### src/hw/rtl/chd_pkg.sv
// shared types, constants and helpers for the chunked body decoder
`default_nettype none

package chd_pkg;

    localparam int SIZE_BITS_DEF  = 32;
    localparam int COUNT_BITS_DEF = 32;
    localparam int COUNT_OUT_BITS = 32;
    localparam int QUEUE_DEPTH    = 4;

    localparam logic [7:0] ASCII_SEMI = 8'h3B;
    localparam logic [7:0] ASCII_CR   = 8'h0D;
    localparam logic [7:0] ASCII_LF   = 8'h0A;

    typedef enum logic [1:0] {
        KIND_DATA = 2'd0,
        KIND_END  = 2'd1,
        KIND_ERR  = 2'd2
    } t_kind;

    typedef struct packed {
        logic [7:0]                out_byte;
        t_kind                     kind;
        logic [COUNT_OUT_BITS-1:0] consumed_count;
    } t_result;

    typedef struct packed {
        logic    valid;
        t_result result;
    } t_push;

    // bit 4 set when the byte is a hex digit, low nibble is its value
    function automatic logic [4:0] hex_digit(input logic [7:0] c);
        logic [4:0] r;
        r = 5'd0;
        if (c >= 8'h30 && c <= 8'h39) begin
            r = {1'b1, 4'(c - 8'h30)};
        end else if (c >= 8'h61 && c <= 8'h66) begin
            r = {1'b1, 4'(c - 8'h57)};
        end else if (c >= 8'h41 && c <= 8'h46) begin
            r = {1'b1, 4'(c - 8'h37)};
        end
        return r;
    endfunction

endpackage

`default_nettype wire

### src/hw/rtl/chd_if.sv
// stream interfaces for raw body bytes and decoded results
`default_nettype none

interface chd_byte_if
    import chd_pkg::*;
();
    logic       valid;
    logic       ready;
    logic [7:0] in_byte;

    modport source (output valid, output in_byte, input ready);
    modport sink   (input valid, input in_byte, output ready);
endinterface

interface chd_result_if
    import chd_pkg::*;
();
    logic                      valid;
    logic                      ready;
    logic [7:0]                out_byte;
    logic [1:0]                kind;
    logic [COUNT_OUT_BITS-1:0] consumed_count;

    modport source (output valid, output out_byte, output kind, output consumed_count,
                    input ready);
    modport sink   (input valid, input out_byte, input kind, input consumed_count,
                    output ready);
endinterface

`default_nettype wire

### src/hw/rtl/chd_parser.sv
// front end: takes body bytes, tracks framing and pushes results to the queue
`default_nettype none

module chd_parser
    import chd_pkg::*;
#(
    parameter int SIZE_BITS  = SIZE_BITS_DEF,
    parameter int COUNT_BITS = COUNT_BITS_DEF
) (
    input  wire        i_clk,
    input  wire        i_rst_n,
    chd_byte_if.sink   i_in,
    input  wire        i_space,
    output t_push      o_push
);

    typedef enum logic [2:0] {
        PH_SIZE,
        PH_EXT,
        PH_SIZE_LF,
        PH_DATA,
        PH_DATA_CR,
        PH_DATA_LF
    } t_phase;

    t_phase                r_phase, n_phase;
    logic [SIZE_BITS-1:0]  r_chunk, n_chunk;
    logic                  r_seen, n_seen;
    logic [COUNT_BITS-1:0] r_total, n_total;

    logic                      w_accept;
    logic [7:0]                w_byte;
    logic [4:0]                w_hex;
    logic                      w_emit;
    logic                      w_finish;
    t_kind                     w_kind;
    logic [COUNT_BITS-1:0]     w_total_inc;
    logic [COUNT_OUT_BITS-1:0] w_count;

    assign i_in.ready  = i_space;
    assign w_accept    = i_in.valid && i_space;
    assign w_byte      = i_in.in_byte;
    assign w_hex       = hex_digit(w_byte);
    // count including the current byte, saturating
    assign w_total_inc = (&r_total) ? r_total : r_total + 1'b1;

    // reported count is clamped to the output width
    generate
        if (COUNT_BITS > COUNT_OUT_BITS) begin : g_clamp
            assign w_count = (|w_total_inc[COUNT_BITS-1:COUNT_OUT_BITS])
                           ? '1 : w_total_inc[COUNT_OUT_BITS-1:0];
        end else begin : g_extend
            assign w_count = COUNT_OUT_BITS'(w_total_inc);
        end
    endgenerate

    always_comb begin
        n_phase  = r_phase;
        n_chunk  = r_chunk;
        n_seen   = r_seen;
        n_total  = w_total_inc;
        w_emit   = 1'b0;
        w_finish = 1'b0;
        w_kind   = KIND_DATA;

        case (r_phase)
            PH_SIZE: begin
                if (w_hex[4]) begin
                    // another digit would push the size past its width
                    if (r_chunk[SIZE_BITS-1 -: 4] != 4'd0) begin
                        w_finish = 1'b1;
                        w_kind   = KIND_ERR;
                    end else begin
                        n_chunk = {r_chunk[SIZE_BITS-5:0], w_hex[3:0]};
                        n_seen  = 1'b1;
                    end
                end else if (!r_seen) begin
                    w_finish = 1'b1;
                    w_kind   = KIND_ERR;
                end else if (w_byte == ASCII_SEMI) begin
                    n_phase = PH_EXT;
                end else if (w_byte == ASCII_CR) begin
                    n_phase = PH_SIZE_LF;
                end else begin
                    w_finish = 1'b1;
                    w_kind   = KIND_ERR;
                end
            end
            PH_EXT: begin
                if (w_byte == ASCII_CR) begin
                    n_phase = PH_SIZE_LF;
                end
            end
            PH_SIZE_LF: begin
                if (w_byte != ASCII_LF) begin
                    w_finish = 1'b1;
                    w_kind   = KIND_ERR;
                end else if (r_chunk == '0) begin
                    w_finish = 1'b1;
                    w_kind   = KIND_END;
                end else begin
                    n_seen  = 1'b0;
                    n_phase = PH_DATA;
                end
            end
            PH_DATA: begin
                n_chunk = r_chunk - 1'b1;
                w_emit  = 1'b1;
                if (r_chunk == SIZE_BITS'(1)) begin
                    n_phase = PH_DATA_CR;
                end
            end
            PH_DATA_CR: begin
                if (w_byte != ASCII_CR) begin
                    w_finish = 1'b1;
                    w_kind   = KIND_ERR;
                end else begin
                    n_phase = PH_DATA_LF;
                end
            end
            PH_DATA_LF: begin
                if (w_byte != ASCII_LF) begin
                    w_finish = 1'b1;
                    w_kind   = KIND_ERR;
                end else begin
                    n_phase = PH_SIZE;
                    n_chunk = '0;
                    n_seen  = 1'b0;
                end
            end
            default: begin
                w_finish = 1'b1;
                w_kind   = KIND_ERR;
            end
        endcase

        o_push.valid                 = w_accept && (w_emit || w_finish);
        o_push.result.out_byte       = w_emit ? w_byte : 8'd0;
        o_push.result.kind           = w_kind;
        o_push.result.consumed_count = w_count;

        // end or error starts a fresh message
        if (w_finish) begin
            n_phase = PH_SIZE;
            n_chunk = '0;
            n_seen  = 1'b0;
            n_total = '0;
        end
    end

    always_ff @(posedge i_clk) begin
        if (!i_rst_n) begin
            r_phase <= PH_SIZE;
            r_chunk <= '0;
            r_seen  <= 1'b0;
            r_total <= '0;
        end else if (w_accept) begin
            r_phase <= n_phase;
            r_chunk <= n_chunk;
            r_seen  <= n_seen;
            r_total <= n_total;
        end
    end

    a_data_nonzero: assert property (@(posedge i_clk) disable iff (!i_rst_n)
        (r_phase == PH_DATA) |-> (r_chunk != '0))
        else $error("data phase with no bytes left");

    a_data_emits: assert property (@(posedge i_clk) disable iff (!i_rst_n)
        (w_accept && r_phase == PH_DATA) |-> (o_push.valid && o_push.result.kind == KIND_DATA))
        else $error("payload byte not pushed");

    a_finish_clears: assert property (@(posedge i_clk) disable iff (!i_rst_n)
        (o_push.valid && o_push.result.kind != KIND_DATA)
        |=> (r_phase == PH_SIZE && r_total == '0 && !r_seen))
        else $error("message state not cleared after end or error");

endmodule

`default_nettype wire

### src/hw/rtl/chd_queue.sv
// back end: short result queue that drives the output stream
`default_nettype none

module chd_queue
    import chd_pkg::*;
#(
    parameter int DEPTH = QUEUE_DEPTH
) (
    input  wire           i_clk,
    input  wire           i_rst_n,
    input  t_push         i_push,
    output logic          o_space,
    chd_result_if.source  o_out
);

    localparam int PTR_BITS = (DEPTH > 1) ? $clog2(DEPTH) : 1;
    localparam int CNT_BITS = $clog2(DEPTH + 1);

    t_result               r_slots [DEPTH];
    logic [PTR_BITS-1:0]   r_wr, n_wr;
    logic [PTR_BITS-1:0]   r_rd, n_rd;
    logic [CNT_BITS-1:0]   r_count, n_count;
    logic                  w_pop;
    t_result               w_head;

    assign o_space = (r_count < CNT_BITS'(DEPTH));
    assign w_pop   = o_out.valid && o_out.ready;
    assign w_head  = r_slots[r_rd];

    assign o_out.valid          = (r_count != '0);
    assign o_out.out_byte       = w_head.out_byte;
    assign o_out.kind           = w_head.kind;
    assign o_out.consumed_count = w_head.consumed_count;

    always_comb begin
        n_wr    = r_wr;
        n_rd    = r_rd;
        n_count = r_count;
        if (i_push.valid) begin
            n_wr = (r_wr == PTR_BITS'(DEPTH - 1)) ? '0 : r_wr + 1'b1;
        end
        if (w_pop) begin
            n_rd = (r_rd == PTR_BITS'(DEPTH - 1)) ? '0 : r_rd + 1'b1;
        end
        if (i_push.valid && !w_pop) begin
            n_count = r_count + 1'b1;
        end else if (!i_push.valid && w_pop) begin
            n_count = r_count - 1'b1;
        end
    end

    always_ff @(posedge i_clk) begin
        if (!i_rst_n) begin
            r_wr    <= '0;
            r_rd    <= '0;
            r_count <= '0;
        end else begin
            r_wr    <= n_wr;
            r_rd    <= n_rd;
            r_count <= n_count;
        end
    end

    always_ff @(posedge i_clk) begin
        if (i_push.valid) begin
            r_slots[r_wr] <= i_push.result;
        end
    end

    a_count_bound: assert property (@(posedge i_clk) disable iff (!i_rst_n)
        r_count <= CNT_BITS'(DEPTH))
        else $error("queue count beyond depth");

    a_no_overflow: assert property (@(posedge i_clk) disable iff (!i_rst_n)
        i_push.valid |-> o_space)
        else $error("push into a full queue");

    a_count_grows: assert property (@(posedge i_clk) disable iff (!i_rst_n)
        (i_push.valid && !w_pop) |=> (r_count == $past(r_count) + 1'b1))
        else $error("queue count lost a push");

endmodule

`default_nettype wire

### src/hw/rtl/http_chunked_body_decoder.sv
// top level of the chunked transfer body decoder
`default_nettype none

// Decodes an HTTP chunked body arriving one byte per item on i_in and delivers
// one result item per payload byte, one at the end of each message (zero-size
// chunk) and one on any framing error; size lines, extensions and CR LF are
// consumed silently. One byte is taken every cycle while the result queue
// (QUEUE_DEPTH entries) has room; a result is queued as its byte is accepted and
// reaches o_out after the results ahead of it. Bytes are parsed combinationally,
// so throughput is one byte per clock, limited only by the output side draining
// the queue. After an end or error result the next byte starts a new message.

module http_chunked_body_decoder
    import chd_pkg::*;
#(
    parameter int SIZE_BITS  = SIZE_BITS_DEF,
    parameter int COUNT_BITS = COUNT_BITS_DEF
) (
    input  wire           i_clk,
    input  wire           i_rst_n,
    chd_byte_if.sink      i_in,
    chd_result_if.source  o_out
);

    t_push w_push;
    logic  w_space;

    chd_parser #(
        .SIZE_BITS  (SIZE_BITS),
        .COUNT_BITS (COUNT_BITS)
    ) u_parser (
        .i_clk   (i_clk),
        .i_rst_n (i_rst_n),
        .i_in    (i_in),
        .i_space (w_space),
        .o_push  (w_push)
    );

    chd_queue #(
        .DEPTH (QUEUE_DEPTH)
    ) u_queue (
        .i_clk   (i_clk),
        .i_rst_n (i_rst_n),
        .i_push  (w_push),
        .o_space (w_space),
        .o_out   (o_out)
    );

endmodule

`default_nettype wire
### src/flat_wrapper.sv
// flat-port wrapper written by rule: the top's interface ports become plain ports
module http_chunked_body_decoder_flat import chd_pkg::*;
#(
    parameter int SIZE_BITS  = SIZE_BITS_DEF,
    parameter int COUNT_BITS = COUNT_BITS_DEF
)
  (i_clk, i_rst_n, i_in_valid, i_in_in_byte, i_in_ready, o_out_valid, o_out_out_byte, o_out_kind, o_out_consumed_count, o_out_ready);
  chd_byte_if i_in_i ();
  chd_result_if o_out_i ();
  input  wire i_clk;
  input  wire i_rst_n;
  input wire logic [$bits(i_in_i.valid)-1:0] i_in_valid;
  input wire logic [$bits(i_in_i.in_byte)-1:0] i_in_in_byte;
  output wire logic [$bits(i_in_i.ready)-1:0] i_in_ready;
  output wire logic [$bits(o_out_i.valid)-1:0] o_out_valid;
  output wire logic [$bits(o_out_i.out_byte)-1:0] o_out_out_byte;
  output wire logic [$bits(o_out_i.kind)-1:0] o_out_kind;
  output wire logic [$bits(o_out_i.consumed_count)-1:0] o_out_consumed_count;
  input wire logic [$bits(o_out_i.ready)-1:0] o_out_ready;
  assign i_in_i.valid = i_in_valid;
  assign i_in_i.in_byte = i_in_in_byte;
  assign i_in_ready = i_in_i.ready;
  assign o_out_valid = o_out_i.valid;
  assign o_out_out_byte = o_out_i.out_byte;
  assign o_out_kind = o_out_i.kind;
  assign o_out_consumed_count = o_out_i.consumed_count;
  assign o_out_i.ready = o_out_ready;
  http_chunked_body_decoder #(.SIZE_BITS(SIZE_BITS), .COUNT_BITS(COUNT_BITS)) u_core (.i_clk(i_clk), .i_rst_n(i_rst_n), .i_in(i_in_i), .o_out(o_out_i));
endmodule
### config.mk
export PLATFORM = sky130hd
export DESIGN_NAME = http_chunked_body_decoder_flat
export DESIGN_NICKNAME = d
export VERILOG_FILES = /design/src/hw/rtl/chd_pkg.sv /design/src/hw/rtl/chd_if.sv /design/src/hw/rtl/chd_parser.sv /design/src/hw/rtl/chd_queue.sv /design/src/hw/rtl/http_chunked_body_decoder.sv /design/src/flat_wrapper.sv
export SDC_FILE = /design/constraint.sdc
export NUM_CORES = 1
export LEC_CHECK = 0
export BUFFER_PORTS_ARGS = -buffer_cell sky130_fd_sc_hd__clkbuf_2
export CAP_MARGIN = 5
export CORE_AREA = 3 3 148 208
export DETAILED_ROUTE_END_ITERATION = 16
export DIE_AREA = 0 0 151 211
export PLACE_DENSITY = 0.61
export SETUP_SLACK_MARGIN = 0.15
export SLEW_MARGIN = 20
export SYNTH_ARGS = -nofsm -noshare
export SYNTH_HDL_FRONTEND = slang
export SYNTH_HIERARCHICAL = 1
export SYNTH_SLANG_ARGS = --single-unit
### constraint.sdc
create_clock -name i_clk -period 5.4 [get_ports i_clk]
set_input_delay 0.81 -clock i_clk [delete_from_list [all_inputs] [get_ports i_clk]]
set_output_delay 0.81 -clock i_clk [all_outputs]
set_load 0.01 [all_outputs]
==> results of run 1 <==
registers in the layout, indices dropped and copies added (netlist names), named ones only:
| name | flops |
|---|---|
| u_core/u_queue/r_count | 3 |
| u_core/u_queue/r_slots | 168 |
| u_core/u_parser/r_phase | 3 |
| u_core/u_parser/r_seen | 1 |
| u_core/u_queue/r_rd | 2 |
| u_core/u_parser/r_chunk | 32 |
| u_core/u_parser/r_total | 32 |
| u_core/u_queue/r_wr | 2 |
metrics by stage:
stage	cells	hold slack, ns
6_report	1392	0.5035
5_1_grt	1392	0.5144
4_1_cts	1392	0.5037
3_5_place_dp	1346	0.4901
3_3_place_gp	1346	0.4827
2_1_floorplan	960	0.4555
power groups by stage:
stage	clock [mW]	sequential, mW	combinational [mW]
after floorplan	0	2.24	0.878
after global placement	0	2.26	1.22
after detailed placement	0	2.26	1.23
after CTS	1.79	2.22	1.23
after global routing	1.86	2.24	1.31
final	1.75	2.22	1.20
cell usage after synthesis, drive strengths merged, types with 9 or more instances:
cell	n
a32o	11
nand2	60
or4	9
nand4	18
a21oi	42
a221oi	21
edfxtp	168
nor2	41
nor3	28
buf	25
a41oi	9
clkbuf	47
o22ai	9
xnor2	25
xor2	14
mux4	42
or3	15
dfxtp	77
inv	27
nor4	26
nand3	32
and2	20
o21ai	42
ha	14
cell families after synthesis:
kind of cell	share of synthesized area
xor gates and xnor gates	0.02887
DFF	0.5566
adders and majority gates	0.01650
buffers and inverters	0.04039
and+or+nand+nor	0.1391
muxes	0.08745
AOI/OAI and AO/OA	0.1311
worst reg2reg max path, stage by stage, from the launching register on:
cell and delay, ns:
dfxtp_1 0.36, or4_1 0.65, or3_1 0.59, nor4_4 0.58, a211oi_4 0.05, a21oi_1 0.48, ha_1 0.28, inv_1 0.07
fa_1 0.39, xor2_1 0.16, or3_1 0.31, a21boi_0 0.17
worst paths after layout:
kind | end | slack (ns) | cells after the start
worst max-delay path | u_core/u_queue/r_count[2] | 1.23 | 11
worst min-delay path | u_core/u_parser/r_total[7] | 0.50 | 1
worst max register to register | u_core/u_queue/r_count[2] | 1.23 | 11
worst min register to register | u_core/u_parser/r_total[7] | 0.50 | 1
final cells by class:
| cell class | count | area (um2) |
|---|---|---|
| timing repair buffer | 78 | 498.0 |
| clock buffer | 31 | 658.1 |
| fill | 2691 | 15770 |
| multi-input combinational | 616 | 4806 |
| inverter | 27 | 101.3 |
| sequential | 245 | 6589 |
| clock inverter | 15 | 180.2 |
| tap | 380 | 475.5 |
metal layers:
| layer | vias up | wire [um] |
|---|---|---|
| met5 | - | 13 |
| met2 | 196 | 15470 |
| met4 | 2 | 878 |
| met1 | 4093 | 11030 |
| li1 | 3836 | - |
| met3 | 60 | 1115 |
cell usage in the layout (no fill, tap or decap), types with 11 or more instances in the layout:
| cell type | instances |
|---|---|
| nor2_1 | 40 |
| xnor2_1 | 25 |
| dfxtp_1 | 75 |
| xor2_1 | 14 |
| and2_1 | 16 |
| o21ai_0 | 21 |
| mux4_2 | 40 |
| edfxtp_1 | 168 |
| a32o_1 | 11 |
| a21oi_1 | 42 |
| nand2_1 | 60 |
| nor4_1 | 24 |
| a221oi_1 | 12 |
| nand4_1 | 18 |
| inv_1 | 27 |
| clkbuf_16 | 25 |
| o21ai_1 | 21 |
| clkbuf_2 | 55 |
| buf_4 | 19 |
| ha_1 | 14 |
| nor3_1 | 27 |
| nand3_1 | 32 |
| or3_1 | 15 |
==> impl_metrics.ini, run 1 <==
[run_status]
status = complete, no violations

[drt]
viasPerCell = 5.881
wirelength_um = 28510
firstDrtPassIters = 8
vias = 8187
post_drt_wl_per_cell_um = 20.48
ant_nets = 0
drc = 0
initialDrtViolationCount = 523

[final_layout]
area_growth_pct = 12.47
design_area_um2 = 13310
diodes = 0
drive_gt1_frac = 0.1868
fin_nets = 1020
final_util = 0.4577

[clock_tree]
numCtsBuffers = 25
cts_setup_buffers = 0
cts_resized = 0
htreeDepth = 1
cts.sinks = 245
cts_root_buffer = clkbuf_16
clockBufferDepth = 3
cts_tree = yes
postCtsHoldBufs = 0
path_clk_slew_ns = 0.06
clock_latency_ns = 0.52

[sta]
fmax_mhz = 240.0
setup_violations = 0
clock-skew-final_ns = 0.01391
setup_slack_ns = 1.233
hold_viol = 0
rsz0062_at_grt = false
min_period_over_period = 0.7716
tightest_slew_ns = 1.087
finalCriticalPeriod_ns = 4.167
slew_headroom = 0.2755
tns_ns = 0
slew_viol_final = 0

[power]
cellLeakagePower_nw = 4.471
combPwrFrac = 0.232
seq_power_share = 0.430
p_int_mw = 3.669
pwr-share-clk = 0.338
p_switching_mw = 1.503
swShare = 0.2906
peakVddDrop_mv = 0.2457
power_density_nw_per_um2 = 388.7
power.total_mw = 5.172

[critical_path]
r2r-start = u_core/u_parser/r_chunk[12]
cp-start-kind = flip-flop
cp_slowest_cell = or4_1
path_cells = or4_1, or3_1, nor4_4, a211oi_4, a21oi_1, ha_1, inv_1, fa_1, xor2_1, or3_1, a21boi_0
crit_path_max_fanout = 10
critPathTopFamily = simple AND/OR/NAND/NOR gates
cp_common_cell = or3_1
path_buf_inv = 1
worstPathRequired_ns = 5.84
setup.worst_path.end_class = flip-flop
arrival_ns = 4.61
crit_start = u_core/u_parser/r_chunk[12]
worstSetupPathType = reg -> reg
slowest_delay_ns = 0.64

[floorplan]
std_cell_rows = 74
fp.coreArea_um2 = 29070
dieArea_um2 = 31860
die_x_um = 151
die_y_um = 211
pin_count = 56
start_util = 0.4070

[logic_synthesis]
syn_area_per_cell_um2 = 12.33
ys_types = 75
syn_inst = 960
yosysTopAreaCellShare = 0.4264
synth-edff-count = 168
synthesis.nets = 987
ys.flop_type = edfxtp_1
ys_seq_area_frac = 0.5566
synthTopCellsByArea = edfxtp_1, dfxtp_1, mux4_2
yosysTopAreaCell = edfxtp_1
synth_area_um2 = 11830
yosys_register_bits = 245
ys_async_sr_fraction = 0
yosysWarnings = 6

[worst_hold_path]
min_from = u_core/u_parser/r_total[7]
min_path_type = reg -> reg

[grt]
met3_usage = 0.02125
top_usage_layer = met2
grt.total_usage = 0.1792
met1_usage = 0.2107
overflow = 0
grt_antenna_before_repair = 1
use_met2 = 0.3321
grt_pass1_wl_um = 45400
grt_max_degree = 74
grt_pass1_vias = 8348

[flow_run]
drv_cap = 0

[place]
placed_cell_area_um2 = 12470
gp_congestion = 0.8596
pre_cts_ws_ns = 0.8664
port_buffers = 55
dp.final_hpwl_um = 18200
Power figures use the tool's default switching activity.
==> run 2: changes to the inputs <==
--- a/config.mk
+++ b/config.mk
@@ -5,12 +5,13 @@
 export SDC_FILE = /design/constraint.sdc
 export NUM_CORES = 1
 export LEC_CHECK = 0
+export ABC_AREA = 1
 export BUFFER_PORTS_ARGS = -buffer_cell sky130_fd_sc_hd__clkbuf_2
 export CAP_MARGIN = 5
-export CORE_AREA = 3 3 148 208
+export CORE_AREA = 3 3 151 211
 export DETAILED_ROUTE_END_ITERATION = 16
-export DIE_AREA = 0 0 151 211
-export PLACE_DENSITY = 0.61
+export DIE_AREA = 0 0 154 214
+export PLACE_DENSITY = 0.63
 export SETUP_SLACK_MARGIN = 0.15
 export SLEW_MARGIN = 20
 export SYNTH_ARGS = -nofsm -noshare
==> constraint.sdc (replaced) <==
create_clock -name i_clk -period 3.5 [get_ports i_clk]
set_input_delay 0.525 -clock i_clk [delete_from_list [all_inputs] [get_ports i_clk]]
set_output_delay 0.525 -clock i_clk [all_outputs]
set_load 0.01 [all_outputs]
==> impl_metrics.ini, run 2 <==
[critical_path]
r2r_slack_ns = 0.69
rr_endpoint = u_core/u_queue/r_count[2]
cp-start-kind = flip-flop
r2r-start = u_core/u_parser/r_chunk[29]
setup.worst_path.end_class = flip-flop
r2r_cells = 21
worstPathRequired_ns = 3.95
worstSetupPathType = reg -> reg
arrival_ns = 3.26
crit_path_max_fanout = 7

[clock_tree]
postCtsHoldBufs = 0
cts_resized = 0
clockBufferDepth = 3
cts_tree = yes
clock_latency_ns = 0.55
cts.sinks = 245
cts_setup_buffers = 0
numCtsBuffers = 26
cts_root_buffer = clkbuf_16
path_clk_slew_ns = 0.06
htreeDepth = 1

[grt]
grt_antenna_before_repair = 0
grt_pass1_wl_um = 49940
overflow = 0
grt.total_usage = 0.1835
grt_pass1_vias = 9693
grt_max_degree = 44

[drt]
initialDrtViolationCount = 677
ant_nets = 0
drc = 0
firstDrtPassIters = 7
viasPerCell = 5.193
vias = 9789
wirelength_um = 30680
post_drt_wl_per_cell_um = 16.27

[power]
power_density_nw_per_um2 = 956.3
p_switching_mw = 5.693
cellLeakagePower_nw = 5.396
seq_power_share = 0.334
combPwrFrac = 0.443
pwr-share-clk = 0.223
peakVddDrop_mv = 0.5900
p_int_mw = 7.495
swShare = 0.4317

[logic_synthesis]
synth_area_um2 = 12270
syn_area_per_cell_um2 = 8.553
yosys_register_bits = 245
yosysTopAreaCellShare = 0.4111
ys.flop_type = edfxtp_1
ys_types = 46
synthesis.nets = 1462
yosysTopAreaCell = edfxtp_1
synthTopCellsByArea = edfxtp_1, dfxtp_1, nand2_1
ys_seq_area_frac = 0.5367
yosys-top-cells-count = nand2_1, nor2_1, edfxtp_1
synth.most_common_cell = nand2_1
yosysWarnings = 6
syn_inst = 1435
synth-edff-count = 168
ys_async_sr_fraction = 0

[sta]
min_period_over_period = 0.8041
clock-skew-final_ns = 0.02757
fmax_mhz = 355.3
hold_viol = 0
rsz0062_at_grt = false
tns_ns = 0
finalCriticalPeriod_ns = 2.814
tightest_slew_ns = 0.7121
setup_violations = 0
slew_viol_final = 0
slew_headroom = 0.5247

[final_layout]
final_cell_mix = nand2_1, nor2_1, edfxtp_1
multi_input_area_um2 = 4916
final_common_cell = nand2_1
largest_reg_flops = 168
top_register = u_core/u_queue/r_slots
final_util = 0.4578
reg_top3 = u_core/u_queue/r_slots x168, u_core/u_parser/r_chunk x32, u_core/u_parser/r_total x32
fillerInstances = 2904
area_growth_pct = 12.37
ff_latch_area_um2 = 6588
diodes = 0
drive_gt1_frac = 0.1167
fin_nets = 1507

[place]
dp.final_hpwl_um = 21130
gp_congestion = 0.9076
port_buffers = 55

[worst_hold_path]
min_from = o_out_ready
holdPathStages = 4
hold_end = u_core/u_queue/r_rd[1]
min_path_type = in -> reg

[flow_run]
drv_cap = 0

[floorplan]
std_cell_rows = 75
pin_count = 56
die_y_um = 214
fp.coreArea_um2 = 30120
dieArea_um2 = 32960
start_util = 0.4074
die_x_um = 154

[run_status]
status = complete, no violations
[run 2: cell count changes after synthesis, sizes merged, moves of 21 or more]
cell | previous run | this run
a221oi | 21 | 0
inv | 27 | 100
mux4 | 42 | 0
nand2 | 60 | 332
nand3 | 32 | 83
nor2 | 41 | 262
nor4 | 26 | 5
o21ai | 42 | 149
o22ai | 9 | 44
[run 2: worst max path at each step]
stage / from / slack (ns) / to
2_1_floorplan: i_in_in_byte[1] / 0.55 / u_core/u_queue/r_slots[0][0]
3_3_place_gp: i_in_in_byte[1] / 0.47 / u_core/u_queue/r_count[1]
3_5_place_dp: i_in_in_byte[1] / 0.34 / u_core/u_queue/r_count[1]
4_1_cts: u_core/u_parser/r_chunk[29] / 0.67 / u_core/u_queue/r_count[2]
5_1_grt: u_core/u_parser/r_chunk[29] / 0.37 / u_core/u_queue/r_count[2]
6_report: u_core/u_parser/r_chunk[29] / 0.69 / u_core/u_queue/r_count[2]
[run 2: power by group through the flow]
stage | Clock, mW | Combinational [mW] | Sequential [mW]
after floorplan | 0 | 4.33 | 4.31
after global placement | 0 | 5.80 | 4.44
after detailed placement | 0 | 5.88 | 4.45
after CTS | 3.01 | 5.90 | 4.39
after global routing | 3.14 | 6.64 | 4.48
final | 2.94 | 5.85 | 4.40
[run 2: area by class of cell]
class | count | area share
tap | 385 | 0.03493
multi-input combinational | 1024 | 0.3565
inverter | 102 | 0.02785
clock inverter | 21 | 0.01969
sequential | 245 | 0.4777
timing repair buffer | 81 | 0.03593
clock buffer | 27 | 0.04745
[run 2: cell families after synthesis]
family	Yosys count	share of synthesized area
adder cells (fa/ha/maj)	15	0.01590
XOR/XNOR	32	0.02284
buffers and inverters	166	0.06300
flip-flops	245	0.5367
AO/OA/AOI/OAI	245	0.1068
AND/OR/NAND/NOR	732	0.2548
[run 2: critical path, stage by stage, from the launching register on]
cell	delay [ns]
dfxtp_1	0.32
inv_1	0.13
nand2_1	0.07
nor3_1	0.13
buf_4	0.16
nand2_1	0.05
nor2_1	0.23
nand2_1	0.12
nand2_2	0.12
nor2_8	0.06
nand2_4	0.12
o21ai_0	0.09
inv_1	0.17
ha_1	0.19
inv_1	0.07
fa_1	0.39
inv_1	0.06
nand2_1	0.06
nand3_1	0.06
nand2_1	0.05
inv_1	0.05
nor2_1	0.04
[run 2: per-layer routing]
| layer | track usage | routed length (um) | vias up |
|---|---|---|---|
| li1 | - | - | 4935 |
| met1 | 0.2012 | 11790 | 4602 |
| met2 | 0.3532 | 16710 | 188 |
| met3 | 0.01960 | 1006 | 64 |
| met4 | 0.07599 | 1179 | 0 |
| met5 | 0 | 0 | - |
[run 2: per-stage QoR]
step / hold slack (ns) / power, mW / cell area (um2) / instances / setup slack [ns]
floorplan: 0.4496 / 8.639 / 12270 / 1435 / 0.5470
detailed placement: 0.4947 / 10.33 / 12860 / 1837 / 0.3357
global placement: 0.4887 / 10.24 / 12860 / 1837 / 0.4747
global route: 0.3345 / 14.25 / 13790 / 1885 / 0.3729
CTS: 0.2822 / 13.30 / 13790 / 1885 / 0.6685
finish: 0.2965 / 13.19 / 13790 / 1885 / 0.6857
